[src/rtl/vsli_divider.sv]
`default_nettype none
// ----------------------------------------------------------------------------
// vsli_divider
// Pipelined restoring divider, STEP_W quotient bits per stage, side payload.
// ----------------------------------------------------------------------------
module vsli_divider #(
   parameter int NUM_W  = 32,
   parameter int DEN_W  = 31,
   parameter int STEP_W = 4,
   parameter int SIDE_W = 1
) (
   input  wire logic              clock,
   input  wire logic              reset,
   input  wire logic              en,
   input  wire logic              in_valid,
   input  wire logic [NUM_W-1:0]  in_num,
   input  wire logic [DEN_W-1:0]  in_den,
   input  wire logic [SIDE_W-1:0] in_side,
   output logic                   out_valid,
   output logic [NUM_W-1:0]       out_quo,
   output logic [DEN_W-1:0]       out_rem,
   output logic [SIDE_W-1:0]      out_side
);

   localparam int NSTAGE = (NUM_W + STEP_W - 1) / STEP_W;
   localparam int PAD_W  = NSTAGE * STEP_W;

   logic [DEN_W-1:0]  rem_ff  [NSTAGE];
   logic [PAD_W-1:0]  num_ff  [NSTAGE];
   logic [DEN_W-1:0]  den_ff  [NSTAGE];
   logic [SIDE_W-1:0] side_ff [NSTAGE];
   logic              valid_ff[NSTAGE];

   logic [DEN_W-1:0]  rem_in  [NSTAGE];
   logic [PAD_W-1:0]  num_in  [NSTAGE];
   logic [DEN_W-1:0]  src_rem [NSTAGE];
   logic [PAD_W-1:0]  src_num [NSTAGE];
   logic [DEN_W-1:0]  src_den [NSTAGE];
   logic [SIDE_W-1:0] src_side[NSTAGE];
   logic              src_vld [NSTAGE];

   for (genvar s = 0; s < NSTAGE; s++) begin : g_stage
      if (s == 0) begin : g_first
         assign src_rem[s]  = '0;
         assign src_num[s]  = PAD_W'(in_num);
         assign src_den[s]  = in_den;
         assign src_side[s] = in_side;
         assign src_vld[s]  = in_valid;
      end else begin : g_next
         assign src_rem[s]  = rem_ff[s-1];
         assign src_num[s]  = num_ff[s-1];
         assign src_den[s]  = den_ff[s-1];
         assign src_side[s] = side_ff[s-1];
         assign src_vld[s]  = valid_ff[s-1];
      end

      always_comb begin : p_step
         logic [DEN_W-1:0] r;
         logic [PAD_W-1:0] n;
         logic [DEN_W:0]   t;
         r = src_rem[s];
         n = src_num[s];
         t = '0;
         for (int k = 0; k < STEP_W; k++) begin
            t = {r, n[PAD_W-1]};
            n = {n[PAD_W-2:0], 1'b0};
            if (t >= {1'b0, src_den[s]}) begin
               t    = t - {1'b0, src_den[s]};
               n[0] = 1'b1;
            end
            r = t[DEN_W-1:0];
         end
         rem_in[s] = r;
         num_in[s] = n;
      end

      always_ff @(posedge clock) begin
         if (reset) begin
            valid_ff[s] <= 1'b0;
         end else if (en) begin
            valid_ff[s] <= src_vld[s];
         end
      end

      always_ff @(posedge clock) begin
         if (en) begin
            rem_ff[s]  <= rem_in[s];
            num_ff[s]  <= num_in[s];
            den_ff[s]  <= src_den[s];
            side_ff[s] <= src_side[s];
         end
      end
   end

   assign out_valid = valid_ff[NSTAGE-1];
   assign out_quo   = num_ff[NSTAGE-1][NUM_W-1:0];
   assign out_rem   = rem_ff[NSTAGE-1];
   assign out_side  = side_ff[NSTAGE-1];

endmodule
`default_nettype wire

[config.mk]
export PLATFORM = sky130hd
export DESIGN_NAME = vsli_divider
export DESIGN_NICKNAME = d
export VERILOG_FILES = /design/src/rtl/vsli_divider.sv
export SDC_FILE = /design/constraint.sdc
export NUM_CORES = 2
export LEC_CHECK = 0
export BUFFER_PORTS_ARGS = -buffer_cell sky130_fd_sc_hd__buf_2
export CORE_ASPECT_RATIO = 1.75
export CORE_MARGIN = 4
export CORE_UTILIZATION = 35
export DETAILED_ROUTE_END_ITERATION = 6
export PLACE_DENSITY = 0.55
export SETUP_SLACK_MARGIN = 0.05
export SKIP_CTS_REPAIR_TIMING = 1
export SLEW_MARGIN = 20
export SYNTH_ARGS = -nofsm -noshare
export SYNTH_HDL_FRONTEND = slang
export SYNTH_SLANG_ARGS = --single-unit
export TNS_END_PERCENT = 50
[constraint.sdc]
create_clock -name clock -period 19.7 [get_ports clock]
set_input_delay 5.91 -clock clock [delete_from_list [all_inputs] [get_ports clock]]
set_output_delay 5.91 -clock clock [all_outputs]
set_load 0.05 [all_outputs]
## Word-level counts from Yosys, hierarchy flattened

Memory sizes are Yosys's and may differ from the RTL's.
Index checks and enable logic that the tools add are counted.

- Reductions and logical operators: 0
- Bitwise gates (word level): 8
- Multipliers: 0
- Equal/unequal tests: 0
- Shift-type cells: 0
- Divide/modulo/power cells: 0
- $add $sub $neg: 32
- Mux-type cells: 78
- Magnitude comparators: 32

Operator list:

| cell | count |
|---|---|
| $ge A32 B31 Y1 | 31 |
| $mux W31 | 32 |
| $sub A31 B31 Y31 | 31 |
| $mux W1 | 46 |
| $ge A1 B31 Y1 | 1 |
| $sub A1 B31 Y31 | 1 |
| $or A1 B1 Y1 | 8 |

- Memories: 5
- Bits in writable memories: 768
- Input bits: 68
- Bits in latches: 0
- Register bits after elaboration: 0
- Output and inout port bits: 65
- Logic and storage cells: 155
- Memory bits (read-only): 0

Memories:

| memory | words | bits a word | rd ports | clocked after Yosys merged registers in | wr ports | line | source |
|---|---|---|---|---|---|---|---|
| num_ff | 8 | 32 | 8 | 0 | 8 | 29 | `logic [PAD_W-1:0] num_ff [NSTAGE];` |
| den_ff | 8 | 31 | 7 | 0 | 8 | 30 | `logic [DEN_W-1:0] den_ff [NSTAGE];` |
| rem_ff | 8 | 31 | 8 | 0 | 8 | 28 | `logic [DEN_W-1:0] rem_ff [NSTAGE];` |
| side_ff | 8 | 1 | 8 | 0 | 8 | 31 | `logic [SIDE_W-1:0] side_ff [NSTAGE];` |
| valid_ff | 8 | 1 | 8 | 0 | 8 | 32 | `logic valid_ff[NSTAGE];` |

## Longest topological paths before layout

An unclocked memory read counts as a cell.

- Depth after elaboration: 9
- Mapped depth: 62
- Gate-level depth less buffers: 57

## Least setup slack after synthesis

Ideal clock, no wire load.

- Path type: input-to-reg
- Start point: in in_den[4]
- End point: mem rem_ff[0][10], data pin
- Required time: 19440 ps
- Arrival time: 16835 ps
- Path buffers: 5
- Setup time: 260 ps
- Path slack: 2605 ps
- Stages: 49
- Cell sequence: or4_1 -> nor3_1 -> nand3_1 -> nor3_1 -> o21ai_0 -> clkbuf_1 -> nand2_1 -> o21ai_0 -> fa_1 -> a21o_1 -> a221oi_1 -> a211oi_1 -> nor3_1 -> a21oi_1 -> o31ai_1 -> a21boi_0 -> o41a_1 -> clkbuf_1 -> [13 not listed] -> a2111oi_4 -> clkbuf_1 -> mux2_2 -> ha_1 -> nor2b_1 -> o21a_1 -> o21ai_0 -> a21oi_1 -> a211oi_1 -> a21oi_1 -> a41o_1 -> nor4_1 -> o31a_1 -> o31a_1 -> o31ai_1 -> a311oi_4 -> buf_6 -> mux2_4

RTL lines:

| item | line | source |
|---|---|---|
| start: declaration | 17 | `input wire logic [DEN_W-1:0] in_den,` |
| end: declaration | 28 |  |

==> run summary <==
Status - completed
Place WS - 0.865 ns
Seq/Total Area, Yosys - 27.6%
Via-to-Cell Ratio - 5.68
RSZ-0062 raised after global routing - no
Max-Cap Viols - 0
Clk sink count - 737
Synth Cell Area - 80200 um^2
CP Data Required Time - 20.22 ns
Ys flop type - edfxtp_1
Antenna violations before repair - 10
CP Launch Point - in_den[4]
H-tree depth - 3
Worst-path clk slew - 0.06 ns
CTS root buffer - clkbuf_16
Crit Reg-Reg Startpoint - den_ff[0][1]
Drt first-iter violations - 2844
Post-synth EDFFs - 737
Crit end category - register
Crit Path Class - primary input to register
Number of global-route vias before repair - 74900
Layout cell share with drive strength beyond 1 - 12.7%
Worst hold start - num_ff[0][16]
Final period utilization - 91.4%
Post-synth ARST share - 0%
Routed wire length - 298000 um
Levels on crit path - 55
Largest stage delay, worst path - 0.51 ns
Max FO, Critical Path - 31
Top cell by count, worst path - buf_4
RD Place Congestion - 1.00
1st-pass router iterations - 6
Area Growth Syn to Fin - 11.1%
Kind of cell adding the most delay to the critical path - compound AO/OA/AOI/OAI gates
Vias - 70400
Port Buffer Count - 132
Die Y - 641 um
WHS - 0.394 ns
CP startpoint kind - primary input
Synthesized Nets - 10000
Final worst slack - 1.70 ns
Remaining antenna violation count - 0
Final Slew Violations - 0
Chip width - 370 um
Post-layout util - 39.0%
Min-delay worst type - register to register
Commonest non-fill, non-tap cell in the layout - ha_1
Synthesized area per cell - 8.93 um^2
Hold Crit Depth - 0
CORE AREA - 228000 um^2
Congestion Overflow GR - 0
Fin Clk Skew - 0.0614 ns
Initial core utilization - 35.2%
Fmax - 0.0555 GHz
Reg2Reg Depth - 47
Ys Warns - 0
Pin count of the biggest net entering global routing - 178
First-pass GRT wire length - 433000 um
Final hold violation count - 0
Unique masters post-synth - 113
Clock tree buffer depth - 3
Actual slew at the worst max-slew pin - 1.23 ns
Minimum clock period - 18.00 ns
Slowest CP cell - or4_1
# DRC - 0
CP bufs+invs - 11
Num rows - 232
Setup TNS - 0 ns
Post-synthesis register bit count - 737
Setup Viol. Count Final - 0
Final HPWL DP - 252000 um
Commonest non-fill, non-tap cells in the layout - ha_1, a21oi_1, edfxtp_1, nand2_1, o21ai_0
Die ar. - 237000 um^2
Final nets - 10300
DR WL/cell - 24.1 um
CTS tree - yes
CTS buffer count - 86
Num ports - 133
GRT Resource Usage Total - 24.2%
Relative slew margins - 17.6%
Synth Instances - 8984
Clock Latency Late Sink - 0.78 ns
Arrival @ worst endpoint - 18.52 ns
[Yosys cell counts, drive strengths merged (119+ instances only)]
master    n  area share [%]
a21o    369             3.5
a21oi   859             5.4
buf     122            0.97
clkbuf  119            0.56
edfxtp  737              28
ha      963              15
inv     568             2.7
mux2    468             6.7
nand2   705             3.3
nand2b  132             1.0
nand3   148            0.92
nor2    591             2.8
nor2b   121            0.95
nor3    152            0.96
o21a    133             1.2
o21ai   635             4.0
xnor2   536             5.9
xor2    266             2.9
[path summary, 6_finish.rpt]
kind / slack, ns / endpoint
setup / recovery: 1.70 / rem_ff[0][2]
hold / removal: 0.39 / num_ff[0][52]
setup reg to reg: 2.26 / rem_ff[0][33]
hold reg to reg: 0.39 / num_ff[0][52]
[cell type report]
class / instances / area (um^2)
clock buffers: 98 / 2200
inverters: 569 / 2140
well taps: 3042 / 3810
repair buffers: 440 / 3110
fillers: 23100 / 139000
flip-flops and latches: 737 / 22100
clock inverters: 60 / 743
diodes: 6 / 15.0
multi-input cells: 7437 / 54900
[stage by stage]
step | cells | cell area, um^2
4_1_cts | 12400 | 89100
3_5_place_dp | 12200 | 86100
6_report | 12400 | 89100
2_1_floorplan | 8984 | 80200
3_3_place_gp | 12200 | 86100
5_1_grt | 12400 | 89100
[sequential cells by signal (all words and copies together), names as in the netlist]
name,flops
num_ff,256
valid_ff,8
side_ff,8
rem_ff,248
den_ff,217
[cells by family (layout without fill, tap and decap cells)]
logic type               Yosys count  count (layout)  synth area share [%]
AO/OA/AOI/OAI                   2779            2779                  22.1
XOR/XNOR                         802             802                  8.76
AND/OR/NAND/NOR                 2311            2311                  13.8
multiplexers                     551             551                  7.73
other                              0               6                     0
buffers and inverters            810            1167                  4.19
flip-flops                       737             737                  27.6
adder cells (fa/ha/maj)          994             994                  15.8
[per-layer routing]
layer | GRT usage (%) | part of all wire [%] | vias up
met1 | 15.8 | 26 | 33800
met2 | 50.7 | 57 | 1587
met4 | 28.8 | 15 | 4
li1 | - | - | 33900
met3 | 2.74 | 2.5 | 1070
met5 | 0 | 0.0090 | -
Power is not shown: default switching activity piles up to over one toggle a cycle in this logic, so the estimate is an artifact.
