[config.mk]
export PLATFORM = sky130hd
export DESIGN_NAME = vsli_front
export DESIGN_NICKNAME = d
export VERILOG_FILES = /design/src/rtl/vsli_pkg.sv /design/src/rtl/vsli_front.sv
export SDC_FILE = /design/constraint.sdc
export NUM_CORES = 1
export LEC_CHECK = 0
export ABC_AREA = 0
export BUFFER_PORTS_ARGS = -buffer_cell sky130_fd_sc_hd__buf_4
export CAP_MARGIN = 20
export CORE_MARGIN = 3
export CORE_UTILIZATION = 34
export CTS_CLUSTER_DIAMETER = 30
export DETAILED_ROUTE_END_ITERATION = 10
export HOLD_SLACK_MARGIN = 0.02
export PLACE_DENSITY = 0.6
export SLEW_MARGIN = 20
export SYNTH_ARGS = -nofsm -noshare
export SYNTH_HDL_FRONTEND = slang
export SYNTH_SLANG_ARGS = --single-unit
[constraint.sdc]
create_clock -name clock -period 10.65 [get_ports clock]
set_input_delay 2.6625 -clock clock [delete_from_list [all_inputs] [get_ports clock]]
set_output_delay 2.6625 -clock clock [all_outputs]
set_load 0.05 [all_outputs]
[src/rtl/vsli_pkg.sv]
`default_nettype none
// ----------------------------------------------------------------------------
// vsli_pkg
// Shared types and constants for the volume scan layout index block.
// ----------------------------------------------------------------------------
package vsli_pkg;

   localparam int EXT_W   = 11;
   localparam int SHEET_W = 21;
   localparam int CELL_W  = 31;
   localparam int INDEX_W = 32;
   localparam logic [EXT_W-1:0] MAX_EXTENT = 11'd1024;

   typedef enum logic [1:0] {
      MODE_SLABS  = 2'd0,
      MODE_BOUST  = 2'd1,
      MODE_MORTON = 2'd2,
      MODE_HELIX  = 2'd3
   } mode_type;

   typedef enum logic [1:0] {
      REG_WIDTH  = 2'd0,
      REG_HEIGHT = 2'd1,
      REG_DEPTH  = 2'd2,
      REG_MODE   = 2'd3
   } reg_type;

   typedef struct packed {
      logic [EXT_W-1:0]   width;
      logic [EXT_W-1:0]   height;
      logic [EXT_W-1:0]   depth;
      logic [SHEET_W-1:0] sheet;
      logic [CELL_W-1:0]  cells;
      logic               zero;
      logic               pow2;
   } geom_type;

   typedef struct packed {
      mode_type mode;
      geom_type geom;
   } s1_type;

   typedef struct packed {
      mode_type          mode;
      geom_type          geom;
      logic [CELL_W-1:0] at;
   } s2_type;

   typedef struct packed {
      geom_type          geom;
      logic [CELL_W-1:0] at;
      logic [EXT_W-1:0]  slab;
   } s3_type;

   function automatic logic [EXT_W-1:0] clamp_extent(input logic [31:0] value);
      logic [EXT_W-1:0] v;
      v = value[EXT_W-1:0];
      return (v > MAX_EXTENT) ? MAX_EXTENT : v;
   endfunction

endpackage
`default_nettype wire

[src/rtl/vsli_front.sv]
`default_nettype none
// ----------------------------------------------------------------------------
// vsli_front
// Captures a request with the block geometry; forms sheet and cell counts.
// ----------------------------------------------------------------------------
module vsli_front (
   input  wire logic                           clock,
   input  wire logic                           reset,
   input  wire logic                           en,
   input  wire logic                           in_valid,
   input  wire logic [vsli_pkg::INDEX_W-1:0]   in_index,
   input  wire logic [vsli_pkg::EXT_W-1:0]     cfg_width,
   input  wire logic [vsli_pkg::EXT_W-1:0]     cfg_height,
   input  wire logic [vsli_pkg::EXT_W-1:0]     cfg_depth,
   input  wire vsli_pkg::mode_type             cfg_mode,
   output logic                                out_valid,
   output logic [vsli_pkg::INDEX_W-1:0]        out_index,
   output vsli_pkg::geom_type                  out_geom,
   output vsli_pkg::mode_type                  out_mode
);

   logic                          v0_ff, v1_ff;
   logic [vsli_pkg::INDEX_W-1:0]  idx0_ff, idx1_ff;
   vsli_pkg::geom_type            geom0_ff, geom1_ff;
   vsli_pkg::geom_type            geom0_in, geom1_in;
   vsli_pkg::mode_type            mode0_ff, mode1_ff;

   function automatic logic is_pow2(input logic [vsli_pkg::EXT_W-1:0] v);
      return (v != '0) && ((v & (v - 1'b1)) == '0);
   endfunction

   always_comb begin
      geom0_in        = '0;
      geom0_in.width  = cfg_width;
      geom0_in.height = cfg_height;
      geom0_in.depth  = cfg_depth;
      geom0_in.sheet  = vsli_pkg::SHEET_W'(22'(cfg_width) * 22'(cfg_height));
      geom0_in.zero   = (cfg_width == '0) || (cfg_height == '0) || (cfg_depth == '0);
      geom0_in.pow2   = is_pow2(cfg_width) && is_pow2(cfg_height) && is_pow2(cfg_depth);
      geom1_in        = geom0_ff;
      geom1_in.cells  = vsli_pkg::CELL_W'(32'(geom0_ff.sheet) * 32'(geom0_ff.depth));
   end

   always_ff @(posedge clock) begin
      if (reset) begin
         v0_ff <= 1'b0;
         v1_ff <= 1'b0;
      end else if (en) begin
         v0_ff <= in_valid;
         v1_ff <= v0_ff;
      end
   end

   always_ff @(posedge clock) begin
      if (en) begin
         idx0_ff  <= in_index;
         geom0_ff <= geom0_in;
         mode0_ff <= cfg_mode;
         idx1_ff  <= idx0_ff;
         geom1_ff <= geom1_in;
         mode1_ff <= mode0_ff;
      end
   end

   assign out_valid = v1_ff;
   assign out_index = idx1_ff;
   assign out_geom  = geom1_ff;
   assign out_mode  = mode1_ff;

endmodule
`default_nettype wire

[Word level (Yosys, flattened, before mapping)]
Cells that the tools add are included.
Cells by class
  add/subtract/negate cells: 3
  multipliers: 2
  bitwise operators: 3
  reduce and logical (&&, ||, !) cells: 16
Operators by type and width (number)
  11-bit logical NOT: 6
  11-bit bitwise AND: 3
  11-bit nonzero test: 3
  11-bit by 1-bit subtractor with 11-bit output (second input constant): 3
  21-bit by 11-bit multiplier with 31-bit output: 1
  11-bit by 11-bit multiplier with 21-bit output: 1
  1-bit logical AND: 5
  1-bit logical OR: 2
Storage, ports and cells
  bits in registers: 213
  input bits: 71
  output and inout port bits: 122
  logic and storage cells: 43

[Depth between registers and ports, before layout]
  word-level depth: 6
  mapped depth: 21
  mapped depth without buffers: 19

[Worst setup path after synthesis]
No wires, ideal clock.
  path kind: input to register
  start: input cfg_height[2] in the netlist's numbering
  end: register geom0_ff[53] in the netlist's numbering, data pin
  setup time: 262 ps
  data arrival time: 7070 ps
  required time: 10388 ps
  setup slack: 3318 ps
  stages on the path: 15
  path buffers: 1
  path through: clkbuf_1 nand2_1 fa_1 fa_1 fa_1 fa_1 fa_1 inv_1 ha_1 a2111oi_0 a211o_1 nand2_1 a41oi_1 o31ai_1 xnor2_1
RTL lines
  from (decl): line vsli_front.sv:13  | input wire logic [vsli_pkg::EXT_W-1:0] cfg_height,
  to (signal assigned): line vsli_front.sv:57  | geom0_ff <= geom0_in;
  to (decl): line vsli_front.sv:24  | vsli_pkg::geom_type geom0_ff, geom1_ff;

==> results_dict.tcl <==
set metrics [dict create \
    fin_nets 2207 \
    grt_max_degree 134 \
    rsz0062_at_grt "no" \
    die-area_sq_um 55280 \
    drv_cap 0 \
    finalMaxSlewViolations 0 \
    first_global_vias 13400 \
    status "finished, final reports clean" \
    portBuffers 192 \
    synthFlopType "edfxtp_1" \
    gp_congestion 0.8067 \
    start_util_pct 34.58 \
    gr-usage-met1_pct 20.63 \
    viasPerCell 4.814 \
    ctsHtreeMaxLevel 2 \
    holdCritPathClass "reg2reg" \
    avgSynthCellArea_sq_um 11.23 \
    syn_nets 2033 \
    core_area_sq_um 51610 \
    nFillCells 4896 \
    synthCells 1590 \
    stdcell_area_sq_um 21690 \
    period_minus_slack_ps 7094 \
    vias 11970 \
    drive_gt1_share_pct 16.11 \
    endpoint_kind "flop" \
    grt_usage_pct 15.96 \
    io_pins 193 \
    critPathKind "in2reg" \
    cts_root_buf "clkbuf_16" \
    grt_util_met3_pct 3.468 \
    drcViolationCount 0 \
    fp.dieW_um 235.1 \
    synthesis.area_sq_um 17850 \
    clkTransAtPathRegs_ps 60 \
    fin_util_pct 42.02 \
    hold_viol 0 \
    firstDrtPassIters 5 \
    std_cell_rows 83 \
    drt_iter0_drc 794 \
    dp_hpwl_mm 31.25 \
    max_freq_mhz 141.0 \
    fin_tns_setup_ps 0 \
    synth_cell_type_count 59 \
    cts_hold_buf 0 \
    cp-start-kind "input port" \
    clock_latency_ps 590 \
    tightest_slew_ps 1044 \
    crit_arrival_ps 7390 \
    use_met2_pct 26.89 \
    ys_warn_count 0 \
    clock_skew_ps 48.36 \
    place_area_sq_um 19890 \
    cp_max_fo 15 \
    wl_per_cell_um 17.13 \
    cts_sinks 213 \
    grt.overflow.total 0 \
    routed_wl_mm 42.59 \
    setup_viol 0 \
    ys_seq_area_share_pct 35.72 \
    area_growth_pct 21.52 \
    grt-busiest-layer "met2" \
    die_y_um 235.1 \
    async_reset_ff_share_pct 0 \
    postCtsSetupRepairBufs 0 \
    cts_buffers 50 \
    synth-edff-count 211 \
    tritoncts "built" \
    max-slew-margin-rel_pct 30.40 \
    grt_pass1_wl_mm 70.92 \
    cts_resized 0 \
    min_period_over_period_pct 66.61 \
    antenna_found_initial 0 \
    drtAntennaViolNets 0 \
    cts.path.max_buffers 3 \
    antenna_cells 0 \
    ys_seq_elements 213 \
    cp.required_ps 10940 \
]
==> synthesized netlist by cell type (all sizes together), types with 5 or more instances <==
cell type / n / share of area (%)
inv: 282 / 5.9
fa: 248 / 28
nand2: 237 / 5.0
edfxtp: 211 / 35
and2: 144 / 5.0
ha: 124 / 8.7
clkbuf: 74 / 1.6
a21oi: 38 / 1.1
xnor2: 33 / 1.6
nor2: 24 / 0.50
o21ai: 23 / 0.64
a21o: 17 / 0.72
xor2: 17 / 0.83
a31oi: 10 / 0.35
a211oi: 9 / 0.41
nand4: 8 / 0.28
nor2b: 8 / 0.28
o21a: 7 / 0.29
nand3: 5 / 0.14
nor3: 5 / 0.14
==> layout make-up <==
| cell class | count | area (sq um) | share of cell area, % |
|---|---|---|---|
| Clock buffer | 54 | 1266 | 5.838 |
| Inverter | 282 | 1059 | 4.880 |
| Multi-Input combinational cell | 1021 | 10140 | 46.73 |
| Tap cell | 680 | 850.8 | 3.923 |
| Timing Repair Buffer | 196 | 1498 | 6.905 |
| Sequential cell | 213 | 6376 | 29.40 |
| Clock inverter | 40 | 504.2 | 2.325 |
==> stage by stage <==
step,instances,worst slack [ps],hold WS [ps]
final,2486,3556,409.3
after global routing,2486,3334,412.1
after CTS,2485,3586,407.2
after detailed placement,2391,2989,404.5
after global placement,2391,3146,400.7
after floorplan,1590,3318,400.3
==> kinds of logic after synthesis <==
family	Yosys count	share of synthesized area (%)
AND/OR/NAND/NOR	453	12.30
adder cells (fa/ha/maj)	373	36.57
buffers and inverters	356	7.487
flip-flops	213	35.72
AO/OA/AOI/OAI	143	5.356
XOR/XNOR	50	2.454
multiplexers	2	0.1122
==> cell usage in the layout, fill, tap and decap left out, drive strengths merged, types with 13 or more instances in the layout <==
cell / count
inv: 297
fa: 248
nand2: 237
edfxtp: 211
buf: 195
and2: 144
ha: 124
clkbuf: 55
a21oi: 38
xnor2: 33
nor2: 24
o21ai: 23
xor2: 17
a21o: 17
clkinv: 13
==> critical path, cell delays in order <==
cell and delay (ps):
buf_4 200, nand2_1 100, fa_1 570, fa_1 460, fa_1 570, fa_1 420
fa_1 490, inv_1 40, ha_1 330, a2111oi_0 580, a211o_1 280, nand2_1 110
a41oi_1 290, o31ai_1 140, xnor2_1 130
==> final timing paths <==
path                            slack, ps                      to  cells after the start                    from
worst min-delay path                  410  out_index[5]$_DFFE_PP_                      0    idx0_ff[5]$_DFFE_PP_
worst max register to register       4450  out_geom[31]$_DFFE_PP_                     17  geom0_ff[59]$_DFFE_PP_
worst min register to register        410  out_index[5]$_DFFE_PP_                      0    idx0_ff[5]$_DFFE_PP_
worst max-delay path                 3560  geom0_ff[53]$_DFFE_PP_                     15           cfg_height[2]
==> registers in the layout, indices dropped and copies added, names as in the netlist <==
signal / cells
out_mode: 2
v0_ff: 1
geom0_ff: 56
idx0_ff: 32
out_geom: 87
out_valid: 1
out_index: 32
mode0_ff: 2
==> metal layers <==
layer,vias to the layer above,share of wire [%]
met3,74,6.1
met2,330,49
met1,6133,42
li1,5431,-
met4,0,2.5
met5,-,0
Power is left out: the tool's default activity adds up to more than one toggle a clock period on the data nets, which glitch-free logic cannot reach.
