`src/rtl/vsli_pkg.sv`:
```
`default_nettype none
// ----------------------------------------------------------------------------
// vsli_pkg
// Shared types and constants for the volume scan layout index block.
// ----------------------------------------------------------------------------
package vsli_pkg;

   localparam int EXT_W   = 11;
   localparam int SHEET_W = 21;
   localparam int CELL_W  = 31;
   localparam int INDEX_W = 32;
   localparam logic [EXT_W-1:0] MAX_EXTENT = 11'd1024;

   typedef enum logic [1:0] {
      MODE_SLABS  = 2'd0,
      MODE_BOUST  = 2'd1,
      MODE_MORTON = 2'd2,
      MODE_HELIX  = 2'd3
   } mode_type;

   typedef enum logic [1:0] {
      REG_WIDTH  = 2'd0,
      REG_HEIGHT = 2'd1,
      REG_DEPTH  = 2'd2,
      REG_MODE   = 2'd3
   } reg_type;

   typedef struct packed {
      logic [EXT_W-1:0]   width;
      logic [EXT_W-1:0]   height;
      logic [EXT_W-1:0]   depth;
      logic [SHEET_W-1:0] sheet;
      logic [CELL_W-1:0]  cells;
      logic               zero;
      logic               pow2;
   } geom_type;

   typedef struct packed {
      mode_type mode;
      geom_type geom;
   } s1_type;

   typedef struct packed {
      mode_type          mode;
      geom_type          geom;
      logic [CELL_W-1:0] at;
   } s2_type;

   typedef struct packed {
      geom_type          geom;
      logic [CELL_W-1:0] at;
      logic [EXT_W-1:0]  slab;
   } s3_type;

   function automatic logic [EXT_W-1:0] clamp_extent(input logic [31:0] value);
      logic [EXT_W-1:0] v;
      v = value[EXT_W-1:0];
      return (v > MAX_EXTENT) ? MAX_EXTENT : v;
   endfunction

endpackage
`default_nettype wire

```
`src/rtl/vsli_place.sv`:
```
`default_nettype none
// ----------------------------------------------------------------------------
// vsli_place
// Applies the layout to slab, row and column and holds the response register.
// ----------------------------------------------------------------------------
module vsli_place (
   input  wire logic                         clock,
   input  wire logic                         reset,
   input  wire logic                         en,
   input  wire logic                         in_valid,
   input  wire vsli_pkg::geom_type           in_geom,
   input  wire vsli_pkg::mode_type           in_mode,
   input  wire logic [vsli_pkg::CELL_W-1:0]  in_at,
   input  wire logic [vsli_pkg::EXT_W-1:0]   in_slab,
   input  wire logic [vsli_pkg::EXT_W-1:0]   in_row,
   input  wire logic [vsli_pkg::EXT_W-1:0]   in_col,
   input  wire logic [vsli_pkg::EXT_W-1:0]   in_hcol,
   output logic                              out_valid,
   output logic [vsli_pkg::CELL_W-1:0]       out_cell,
   output logic                              out_refused
);

   logic [vsli_pkg::EXT_W-1:0]  zs, ys, xs, bcol, brow, mx, my, mz;
   logic [vsli_pkg::CELL_W-1:0] pz_in, pz_ff, at_ff, cells_ff, cell_in, cell_ff;
   logic [21:0]                 py_in, py_ff;
   logic [vsli_pkg::EXT_W-1:0]  px_ff;
   logic                        zero_in, zero_ff, refuse_in, refuse_ff, refused_ff;
   logic                        slabs_ff, v1_ff, v2_ff;
   logic [31:0]                 sum;

   always_comb begin
      mx = '0;
      my = '0;
      mz = '0;
      for (int g = 0; g < 10; g++) begin
         mx[g] = in_at[3*g];
         my[g] = in_at[3*g+1];
         mz[g] = in_at[3*g+2];
      end
      bcol = in_row[0]  ? (in_geom.width - 11'd1 - in_col) : in_col;
      brow = in_slab[0] ? (in_geom.height - 11'd1 - in_row) : in_row;
      case (in_mode)
         vsli_pkg::MODE_BOUST: begin
            zs = in_slab;
            ys = brow;
            xs = bcol;
         end
         vsli_pkg::MODE_MORTON: begin
            zs = mz & (in_geom.depth - 11'd1);
            ys = my & (in_geom.height - 11'd1);
            xs = mx & (in_geom.width - 11'd1);
         end
         vsli_pkg::MODE_HELIX: begin
            zs = in_slab;
            ys = in_row;
            xs = in_hcol;
         end
         default: begin
            zs = in_slab;
            ys = in_row;
            xs = in_col;
         end
      endcase
      pz_in     = vsli_pkg::CELL_W'(32'(zs) * 32'(in_geom.sheet));
      py_in     = 22'(zs == zs ? 22'(ys) * 22'(in_geom.width) : '0);
      zero_in   = in_geom.zero;
      refuse_in = (in_mode == vsli_pkg::MODE_MORTON) && !in_geom.pow2;
   end

   always_comb begin
      sum = 32'(pz_ff) + 32'(py_ff) + 32'(px_ff);
      if (zero_ff) begin
         cell_in = '0;
      end else if (refuse_ff) begin
         cell_in = cells_ff;
      end else if (slabs_ff) begin
         cell_in = at_ff;
      end else begin
         cell_in = sum[vsli_pkg::CELL_W-1:0];
      end
   end

   always_ff @(posedge clock) begin
      if (reset) begin
         v1_ff <= 1'b0;
         v2_ff <= 1'b0;
      end else if (en) begin
         v1_ff <= in_valid;
         v2_ff <= v1_ff;
      end
   end

   always_ff @(posedge clock) begin
      if (en) begin
         pz_ff      <= pz_in;
         py_ff      <= py_in;
         px_ff      <= xs;
         at_ff      <= in_at;
         cells_ff   <= in_geom.cells;
         zero_ff    <= zero_in;
         refuse_ff  <= refuse_in;
         slabs_ff   <= (in_mode == vsli_pkg::MODE_SLABS);
         cell_ff    <= cell_in;
         refused_ff <= refuse_ff && !zero_ff;
      end
   end

   assign out_valid   = v2_ff;
   assign out_cell    = cell_ff;
   assign out_refused = refused_ff;

endmodule
`default_nettype wire

```
`config.mk`:
```
export PLATFORM = sky130hd
export DESIGN_NAME = vsli_place
export DESIGN_NICKNAME = d
export VERILOG_FILES = /design/src/rtl/vsli_pkg.sv /design/src/rtl/vsli_place.sv
export SDC_FILE = /design/constraint.sdc
export NUM_CORES = 1
export LEC_CHECK = 0
export BUFFER_PORTS_ARGS = -buffer_cell sky130_fd_sc_hd__buf_2
export CAP_MARGIN = 20
export CORE_ASPECT_RATIO = 1.1
export CORE_MARGIN = 10
export CORE_UTILIZATION = 35
export CTS_CLUSTER_DIAMETER = 150
export DETAILED_ROUTE_END_ITERATION = 10
export PLACE_DENSITY = 0.63
export SLEW_MARGIN = 5
export SYNTH_ARGS = -nofsm -noshare
export SYNTH_HDL_FRONTEND = slang
export SYNTH_SLANG_ARGS = --single-unit
```
`constraint.sdc`:
```
create_clock -name clock -period 8.59 [get_ports clock]
set_input_delay 0.4295 -clock clock [delete_from_list [all_inputs] [get_ports clock]]
set_output_delay 0.4295 -clock clock [all_outputs]
set_load 0.005 [all_outputs]
```
Yosys cells after proc, flatten, opt, wreduce, memory -nomap -nowiden
Cells that the tools add are included.
{"block": "totals", "wordCells": 39, "output_inout_bits": 33, "reg_bits": 163}
{"block": "classes", "n_bitwise": 3, "muxes": 7, "reduce_logical": 5, "n_eq_ne": 3, "addsub": 7, "mul": 2}
{"cell": "31-bit two-way mux", "count": 2}
{"cell": "10-bit by 11-bit AND with 11-bit output", "count": 3}
{"cell": "11-bit two-way mux", "count": 3}
{"cell": "11-bit case mux with 3 select lines", "count": 1}
{"cell": "11-bit by 1-bit subtractor with 11-bit output, second input constant", "count": 3}
{"cell": "31-bit by 11-bit adder with 31-bit output", "count": 1}
{"cell": "31-bit by 22-bit adder with 31-bit output", "count": 1}
{"cell": "11-bit by 21-bit multiplier with 31-bit output", "count": 1}
{"cell": "11-bit by 11-bit multiplier with 22-bit output", "count": 1}
{"cell": "11-bit case mux with 2 select lines", "count": 1}
{"cell": "11-bit subtractor", "count": 2}
{"cell": "2-bit == test, second input constant", "count": 2}
{"cell": "2-bit by 1-bit == test with 1-bit output, second input constant", "count": 1}
{"cell": "1-bit logical AND", "count": 2}
{"cell": "1-bit zero test", "count": 2}
{"cell": "2-bit zero test", "count": 1}

Depth between registers and ports, before layout
{"block": "depth", "word_depth": 5, "depth_mapped": 31, "mapped_depth_nobuf": 30}

Worst setup path after synthesis
OpenSTA, ideal clock, no wires.
{"block": "synth_timing", "path_type": "input to register", "start": "input in_geom[65] in the netlist's numbering", "end": "register py_ff[20], data pin", "t_arrival_ns": 6.822, "stages": 29, "required_ns": 8.332, "slack_ns": 1.510, "path_cell_list": "inv_1 ha_1 xor2_1 ha_1 o21ai_0 a21boi_0 o21ai_1 a21o_1 and3b_1 o41ai_1 clkbuf_1 nand3_1 fa_1 fa_1 fa_1 inv_1 fa_1 inv_1 fa_1 inv_1 ha_1 a21o_1 a21oi_1 nor2b_1 o211ai_1 a311oi_1 o21bai_1 a21oi_1 xnor2_1"}
{"block": "synth_between", "elab_chain_len": 5, "word_cells_on_any_way": 6, "classes_between": "add/sub (2); mul (1); mux (2); bitwise (1)"}
{"item": "start: declaration", "line": "vsli_place.sv:11", "text": "input wire vsli_pkg::geom_type in_geom,"}
{"item": "11-bit by 1-bit subtractor with 11-bit output *", "line": "vsli_place.sv:41, vsli_place.sv:50"}
{"item": "11-bit subtractor", "line": "vsli_place.sv:41", "text": "brow = in_slab[0] ? (in_geom.height - 11'd1 - in_row) : in_row;"}
{"item": "11-bit two-way mux", "line": "vsli_place.sv:41"}
{"item": "11-bit case mux with 2 select lines *", "line": "vsli_place.sv:42", "text": "case (in_mode)"}
{"item": "11-bit by 11-bit multiplier with 22-bit output *", "line": "vsli_place.sv:65", "text": "py_in = 22'(zs == zs ? 22'(ys) * 22'(in_geom.width) : '0);"}
{"item": "net py_in[20]", "line": "vsli_place.sv:25", "text": "logic [21:0] py_in, py_ff;"}
{"item": "end signal: assignment", "line": "vsli_place.sv:96", "text": "py_ff <= py_in;"}
{"item": "end: declaration", "line": "vsli_place.sv:25"}
Mark *: on every way through the listed nets, which the timed path passes. The rest lies on a longest branch.
A chain may end at the register's enable or synchronous reset.

Final worst setup path
{"block": "layout_timing", "start": "input in_row[0] in the netlist's numbering", "end": "register py_ff[20], data pin"}
{"block": "layout_between", "elab_chain_len": 4}
{"item": "start: declaration", "line": "vsli_place.sv:15", "text": "input wire logic [vsli_pkg::EXT_W-1:0] in_row,"}
{"item": "11-bit subtractor", "line": "vsli_place.sv:41"}
{"item": "11-bit two-way mux", "line": "vsli_place.sv:41"}
{"item": "11-bit case mux with 2 select lines *", "line": "vsli_place.sv:42"}
{"item": "11-bit by 11-bit multiplier with 22-bit output *", "line": "vsli_place.sv:65"}
{"item": "net py_in[20]", "line": "vsli_place.sv:25"}
Marks and branches as above.

==> out/metrics.cfg <==
[setup_path]
r2r_slack_ns = 4.82
cp-start-kind = input pin
r2r_end = out_cell[23]
cpPeakStageDelay_ns = 0.55
path_class = input pin to flip-flop
cp-end-kind = flip-flop
worst_path_max_delay_cell = fa_1
cp.arrival_ns = 7.55
rr_worst_depth = 12
cpMostUsedCell = fa_1
cp.required_ns = 8.78
r2r_start = pz_ff[1]
critPathMaxFanout = 10

[clock_tree]
path_clk_slew_ns = 0.07
cts_buffers = 17
ctsHoldBuffers = 0
cts_num_sinks = 163
cts_tree = done
post_cts_buffers = 0
insertion_delay_ns = 0.44
clockRootBuffer = clkbuf_16
cts.path.max_buffers = 2
cts_resized = 0
htree_levels = 4

[finish]
nets = 2951
multi_input_area_mm2 = 0.01427
syn_to_final_growth_pct = 11.21
layout-drive-gt1-share_pct = 11.76
fill_cells = 5790
fin_area_mm2 = 0.02316
stdcell_count = 3108
regArea_mm2 = 0.004875

[grt]
antenna_found_initial = 11
grt_pass1_vias = 16463
overflow = 0
grt_max_degree = 99
grt_util_all_layers_pct = 16.59
grt_pass1_wl_um = 91400

[timing]
period_share_pct = 85.73
relSlewSlack_pct = 30.60
setup_viol = 0
fmax_mhz = 135.8
period_needed_ns = 7.364
slew_violations = 0
hold_viol_final = 0
skew_ns = 0.01027
grt_setup_unrepaired = false
worst_slew_pin_slew_ns = 1.041
setup_tns_ns = 0

[floorplanning]
start_util_pct = 35.43
die_w_um = 252.6
io_pins = 201
fp.dieArea_mm2 = 0.06966
fp-row-count = 93
die_h_um = 275.8
fp.coreArea_mm2 = 0.05876

[synthesis]
yosys.cell_types.count = 82
synth_edf_count = 161
yosysMostFrequentCell = inv_1
synthTopCellsByCount = inv_1, fa_1, nand2_1, ha_1, and2_1
yosys_warnings = 0
syn_nets = 2810
synth_seq_area_share_pct = 23.41
yosys_most_used_dff = edfxtp_1
ys_ff_latch = 163
synth_area_per_cell_um2 = 9.499
async_reset_ff_share_pct = 0
synth.cell_area_mm2 = 0.02082
synth_top_area_share_pct = 25.29
yosys.area.top_type = fa_1
yosys-top-cells-area = fa_1, edfxtp_1, ha_1, inv_1, and2_1
synth_cells = 2192

[worst_hold_path]
hp-start = reset
min_to = v1_ff
hp-class = input pin to flip-flop
worstHoldPathCells = 2

[drt]
totalWireLength_um = 58070
dr.pass1.iters = 5
ant_nets = 0
drtIter0Drc = 893
drc = 0
vias = 15927
wl_per_cell_um = 18.68
vias_per_cell = 5.125

[pwr]
peakVddDrop_mv = 0.2319
powerDensity_mw_per_mm2 = 332.3
leakage_nw = 10.66

[place]
dp_cells = 3074
gp_congestion = 0.8983
portBuffers = 199
place_area_mm2 = 0.02258
hpwl_um = 48150

[job]
maxCapViolations = 0

[run_status]
status = finished, final reports clean

[worst max-delay path by stage]
stage / from / end / slack, ns
final: in_row[0] / py_ff[20] / 1.23
after global routing: in_geom[67] / py_ff[20] / 0.57
after CTS: in_geom[65] / py_ff[20] / 1.24
after detailed placement: in_geom[65] / py_ff[20] / 0.80
after global placement: in_geom[65] / py_ff[20] / 0.85
after floorplan: in_geom[65] / py_ff[20] / 1.51
[report_power, final]
group	internal, mW	total (mW)	leakage, nW	switching [mW]
combinational	2.35	5.59	8.78	3.24
clock	0.384	0.728	0.274	0.344
sequential	1.27	1.38	1.61	0.109
total	4.00	7.70	10.7	3.69
[sequential cells by signal (all words and copies together) (netlist names), 11 cells and up]
register and count:
out_cell 31, pz_ff 31, at_ff 31, py_ff 22
cells_ff 31, px_ff 11
[layout by cell type (no fill, tap or decap), types with 9 or more instances in the layout]
cell,netlist,layout
inv_1,348,348
fa_1,263,263
nand2_1,236,236
buf_2,1,198
ha_1,187,186
and2_1,176,176
edfxtp_1,161,161
a21oi_1,94,94
nor2_1,87,87
o21ai_0,65,59
xnor2_1,54,54
nand3_1,46,46
xor2_1,39,39
nor3_1,28,28
a21o_1,28,28
buf_4,0,22
a31oi_1,19,19
and3_1,17,17
clkbuf_16,0,17
nor4_1,14,14
nor2b_1,14,14
o21bai_1,14,14
a211oi_1,13,13
nand2b_1,13,13
a21boi_0,12,12
or3_1,11,11
o21ai_1,6,9
o22ai_1,9,9
[final cells by class]
class                      instances  area share, %
antenna                            2        0.02161
clock buffer                      17          1.837
timing repair buffer             221          5.041
tap                              760          4.106
clock inverter                    15         0.6268
multi-input combinational       1580          61.64
inverter                         350          5.673
sequential                       163          21.05
[per-stage QoR]
stage	util [%]	hold slack [ns]	power [mW]	setup slack (ns)
4_1_cts	39.40	0.1437	7.714	1.244
3_3_place_gp	38.43	0.4682	6.817	0.8480
6_report	39.41	0.1567	7.695	1.226
5_1_grt	39.40	0.1532	8.501	0.5714
3_5_place_dp	38.43	0.4941	6.942	0.8011
2_1_floorplan	-	0.4601	5.592	1.510
[kinds of logic (layout without fill, tap and decap cells)]
group                    after synthesis  in the layout  share of synthesized area, %
buffers and inverters                449            603                         8.100
XOR/XNOR                              93             93                         3.912
other                                  0              2                             0
flip-flops                           163            163                         23.41
AND/OR/NAND/NOR                      666            666                         15.84
adder cells (fa/ha/maj)              450            450                         36.52
multiplexers                          10             10                        0.4927
AO/OA/AOI/OAI                        361            361                         11.72
[layer usage]
layer | share of wire [%] | track usage [%] | vias to the layer above
met2 | 47 | 27.12 | 448
met3 | 5.6 | 2.794 | 89
met4 | 4.7 | 8.071 | 8
li1 | - | - | 7521
met1 | 43 | 21.06 | 7861
met5 | 0.069 | 0 | -
[worst max-delay path: cells and delay by family]
kind | cells | cell delay, ns
buffers and inverters | 5 | 0.47
XOR/XNOR | 1 | 0.08
adder cells (fa/ha/maj) | 8 | 3.35
AO/OA/AOI/OAI | 12 | 2.70
AND/OR/NAND/NOR | 3 | 0.51
(Power assumes the default switching activity.)
